--- config.mk ---
export PLATFORM = sky130hd
export DESIGN_NAME = tdpt_rem_unit
export DESIGN_NICKNAME = d
export VERILOG_FILES = /design/src/hw/rtl/tdpt_pkg.sv /design/src/hw/rtl/tdpt_rem_unit.sv
export SDC_FILE = /design/constraint.sdc
export NUM_CORES = 1
export LEC_CHECK = 0
export BUFFER_PORTS_ARGS = -buffer_cell sky130_fd_sc_hd__buf_2
export CAP_MARGIN = 10
export CORE_UTILIZATION = 40
export CTS_CLUSTER_DIAMETER = 150
export DETAILED_ROUTE_END_ITERATION = 6
export PLACE_DENSITY = 0.72
export SYNTH_ARGS = -nofsm -noshare
export SYNTH_HDL_FRONTEND = slang
export SYNTH_SLANG_ARGS = --single-unit
--- constraint.sdc ---
create_clock -name clk -period 4.3 [get_ports clk]
set_input_delay 0.86 -clock clk [delete_from_list [all_inputs] [get_ports clk]]
set_output_delay 0.86 -clock clk [all_outputs]
set_load 0.02 [all_outputs]
--- src/hw/rtl/tdpt_pkg.sv ---
// ----------------------------------------------------------------------------
// tdpt_pkg
// Shared types and constants for the trial-division primality tester.
// ----------------------------------------------------------------------------
package tdpt_pkg;

  localparam int CAND_W = 32;
  localparam int EXT_W  = 64;

  typedef struct packed {
    logic start;
  } rem_ctrl_t;

  typedef struct packed {
    logic done;
    logic zero;
  } rem_stat_t;

endpackage

--- src/hw/rtl/tdpt_rem_unit.sv ---
// ----------------------------------------------------------------------------
// tdpt_rem_unit
// Bit-serial restoring remainder: one dividend bit per cycle through a single
// subtractor; reports done and a zero remainder flag.
// ----------------------------------------------------------------------------
module tdpt_rem_unit #(
  parameter int DATA_WIDTH = 32,
  parameter int DIV_W      = 17
) (
  input  logic                  clk,
  input  logic                  rst_n,
  input  tdpt_pkg::rem_ctrl_t   ctrl,
  input  logic [DATA_WIDTH-1:0] dividend,
  input  logic [DIV_W-1:0]      divisor,
  output tdpt_pkg::rem_stat_t   stat
);
  import tdpt_pkg::*;

  localparam int CNT_W = (DATA_WIDTH > 1) ? $clog2(DATA_WIDTH) : 1;

  logic [DATA_WIDTH-1:0] shift_r;
  logic [DIV_W-1:0]      rem_r;
  logic [DIV_W-1:0]      rem_nxt;
  logic [CNT_W-1:0]      cnt_r;
  logic                  run_r;
  logic                  done_r;
  logic [DIV_W:0]        trial;
  logic [DIV_W:0]        diff;

  assign trial = {rem_r, shift_r[DATA_WIDTH-1]};
  assign diff  = trial - {1'b0, divisor};

  always_comb begin
    if (diff[DIV_W]) begin
      rem_nxt = trial[DIV_W-1:0];
    end else begin
      rem_nxt = diff[DIV_W-1:0];
    end
  end

  always_ff @(posedge clk) begin
    if (!rst_n) begin
      run_r  <= 1'b0;
      done_r <= 1'b0;
    end else begin
      done_r <= 1'b0;
      if (ctrl.start) begin
        run_r <= 1'b1;
      end else if (run_r && cnt_r == '0) begin
        run_r  <= 1'b0;
        done_r <= 1'b1;
      end
    end
  end

  always_ff @(posedge clk) begin
    if (ctrl.start) begin
      shift_r <= dividend;
      rem_r   <= '0;
      cnt_r   <= CNT_W'(DATA_WIDTH - 1);
    end else if (run_r) begin
      shift_r <= {shift_r[DATA_WIDTH-2:0], 1'b0};
      rem_r   <= rem_nxt;
      cnt_r   <= cnt_r - 1'b1;
    end
  end

  assign stat.done = done_r;
  assign stat.zero = (rem_r == '0);

endmodule

==> flow_metrics.tcl <==
set metrics [dict create \
    vias 2430 \
    setup-tns-final_ns 0 \
    slowest_delay_ns 0.53 \
    power_density_nw_per_um2 308 \
    hold_path_class "reg -> reg" \
    hold_buffers 0 \
    die_x_um 93.3 \
    drive_above_1_share 0.293 \
    avgSynthCellArea_um2 10.6 \
    instances_no_fill 467 \
    yosysUniqueCellTypes 51 \
    clkLatencyLatePin_ns 0.31 \
    grt_pass1_wl_um 10900 \
    route.detailed.drc 0 \
    yosysWarnings 0 \
    final_cell_mix "buf_2 (53), edfxtp_1 (32), mux2_2 (31)" \
    via_per_inst 5.20 \
    irDropWorstVdd_mv 0.129 \
    critPathKind "in -> reg" \
    finalSetupViolCount 0 \
    clock-sinks 56 \
    routedWlPerCell_um 14.3 \
    synth.yosys.seq_area_share 0.433 \
    fin_skew_ns 0.00867 \
    p_clk_frac 0.255 \
    syn-cell-area_um2 3330 \
    p_int_w 0.000836 \
    grt.overflow.total 0 \
    dp.cells 459 \
    cp_cell_sequence "buf_2 > inv_1 > ha_1 > a211oi_2 > o22ai_2 > a221oi_2 > o21ai_4 > xor2_2 > nand2_1 > a311oi_2" \
    diodes 0 \
    maxCapViolations 0 \
    seq_power_share 0.554 \
    cts_buffers 5 \
    synth_top_family_by_area "simple AND/OR/NAND/NOR gates" \
    synth_area_leader_cell "edfxtp_1" \
    synth_edf_count 32 \
    syn_inst 315 \
    post-cts-setup-buffers 0 \
    yosys_register_bits 56 \
    place_congestion 0.842 \
    die_y_um 93.3 \
    fmax_ghz 0.323 \
    drt_wl_total_um 6670 \
    cp_max_fo 13 \
    numPortBuffers 53 \
    netSwitchingFraction 0.276 \
    cts-root-buf "clkbuf_8" \
    cp_data_required_time_ns 4.53 \
    hold_viol 0 \
    area_growth_pct 12.7 \
    cts.clk_slew.worst_paths_ns 0.11 \
    tritoncts "done" \
    synth.area.top_cells "edfxtp_1 (29%), dfxtp_1 (14%), mux2_2 (10%)" \
    cp-end-kind "register" \
    cp_slowest_cell "xor2_2" \
    cp_top_family "compound AO/OA/AOI/OAI gates" \
    cp.arrival_ns 3.32 \
    synth_fa_ha_area_frac 0.0736 \
    relSlewSlack 0.381 \
    ant_nets 0 \
    io_pins 54 \
    p_switching_w 0.000319 \
    grt_pass1_vias 2380 \
    tightest_slew_ns 0.926 \
    post_cts_resized 0 \
    cts.htree.levels 2 \
    setup_ws_ns 1.21 \
    holdWs_ns 0.517 \
    leakagePower_nw 1.52 \
    die_area_um2 8700 \
    nets 435 \
    synth_ff_type "edfxtp_1" \
    drtIter0Drc 112 \
    grt_max_degree 47 \
    synth-async-reset-ratio 0 \
    synth_compound_gate_area_share 0.132 \
    fin_crit_ns 3.09 \
    grt.total_usage 0.158 \
    rsz0062_at_grt "no" \
    rrSetupSlack_ns 1.47 \
    final_common_cell "buf_2" \
    yosysTopAreaCellShare 0.289 \
    synth_fp_nets 386 \
    pre_cts_ws_ns 0.914 \
    post-route-period-util 0.720 \
    synthMuxAreaShare 0.117 \
    hpwlAfterDp_um 4850 \
    maxSlewViolCount 0 \
    core_um2 7890 \
    antenna_found_initial 0 \
    cp-start-kind "primary input" \
    crit_buf_inv 2 \
    dr.pass1.iters 4 \
    initial_utilization 0.422 \
    pwr-share-comb 0.191 \
    status "completed" \
    synth-xor-area-share 0.0579 \
    rows 32 \
    clockBufferDepth 2 \
    yosys.area_share.simple 0.137 \
]
## worst min-delay path: stages (launching register included)
cell	delay [ns]
dfxtp_1	0.36
xnor2_1	0.08
nand2b_1	0.05
## layout make-up
class / count / area, um^2
clock buffers: 5 / 68.8
inverters: 24 / 90.1
well taps: 102 / 128
multi-input cells: 222 / 1720
flip-flops and latches: 56 / 1440
fillers: 732 / 4140
clock inverters: 3 / 21.3
repair buffers: 55 / 280
## registers in the layout, indices dropped and copies added, names as in the netlist
name and flops:
shift_r 32, rem_r 17, cnt_r 5, done_r 1
run_r 1
## cell families after synthesis
group / count (synthesis)
multiplexers: 35
buffers and inverters: 37
AO/OA/AOI/OAI: 60
AND/OR/NAND/NOR: 89
adder cells (fa/ha/maj): 19
XOR/XNOR: 19
flip-flops: 56
## cell usage after synthesis (all sizes together), types with 2 or more instances
cell,instances
a32oi,3
clkbuf,5
o31ai,2
ha,18
nand4,5
xor2,8
buf,8
nand2b,12
a21oi,19
o211ai,4
xnor2,11
nand3,13
and2,2
nor2,15
nand2,27
a311oi,5
inv,24
nor4,4
o311ai,2
mux2,31
a211oi,2
edfxtp,32
nor3,4
dfxtp,24
o21ai,15
mux2i,4
## power by group through the flow
stage / registers, W / clock network (W) / logic, W
after floorplan: 0.000641 / 0 / 0.000171
after global placement: 0.000650 / 0 / 0.000215
after detailed placement: 0.000652 / 0 / 0.000220
after CTS: 0.000640 / 0.000303 / 0.000221
after global routing: 0.000645 / 0.000322 / 0.000245
final: 0.000640 / 0.000295 / 0.000220
## layer usage
layer	vias up	global-route usage	routed length (um)
li1	1243	-	-
met1	1121	0.210	3210
met2	56	0.260	3140
met3	10	0.0309	220
met4	0	0.0474	99
met5	-	0	0
## per-stage QoR
step                cell area [um^2]   util  total power, W
finish                          3750  0.476         0.00116
global route                    3750  0.476         0.00121
CTS                             3750  0.476         0.00116
detailed placement              3660  0.464        0.000872
global placement                3660  0.464        0.000865
floorplan                       3330      -        0.000811
## path summary, 6_finish.rpt
| check | start | end | depth (start not counted) |
|---|---|---|---|
| worst max-delay path | divisor[10] | rem_r[6] | 10 |
| worst min-delay path | cnt_r[4] | cnt_r[4] | 2 |
| worst max register to register | rem_r[9] | rem_r[6] | 8 |
| worst min register to register | cnt_r[4] | cnt_r[4] | 2 |
Note: power is estimated with default switching activity, not from simulation.
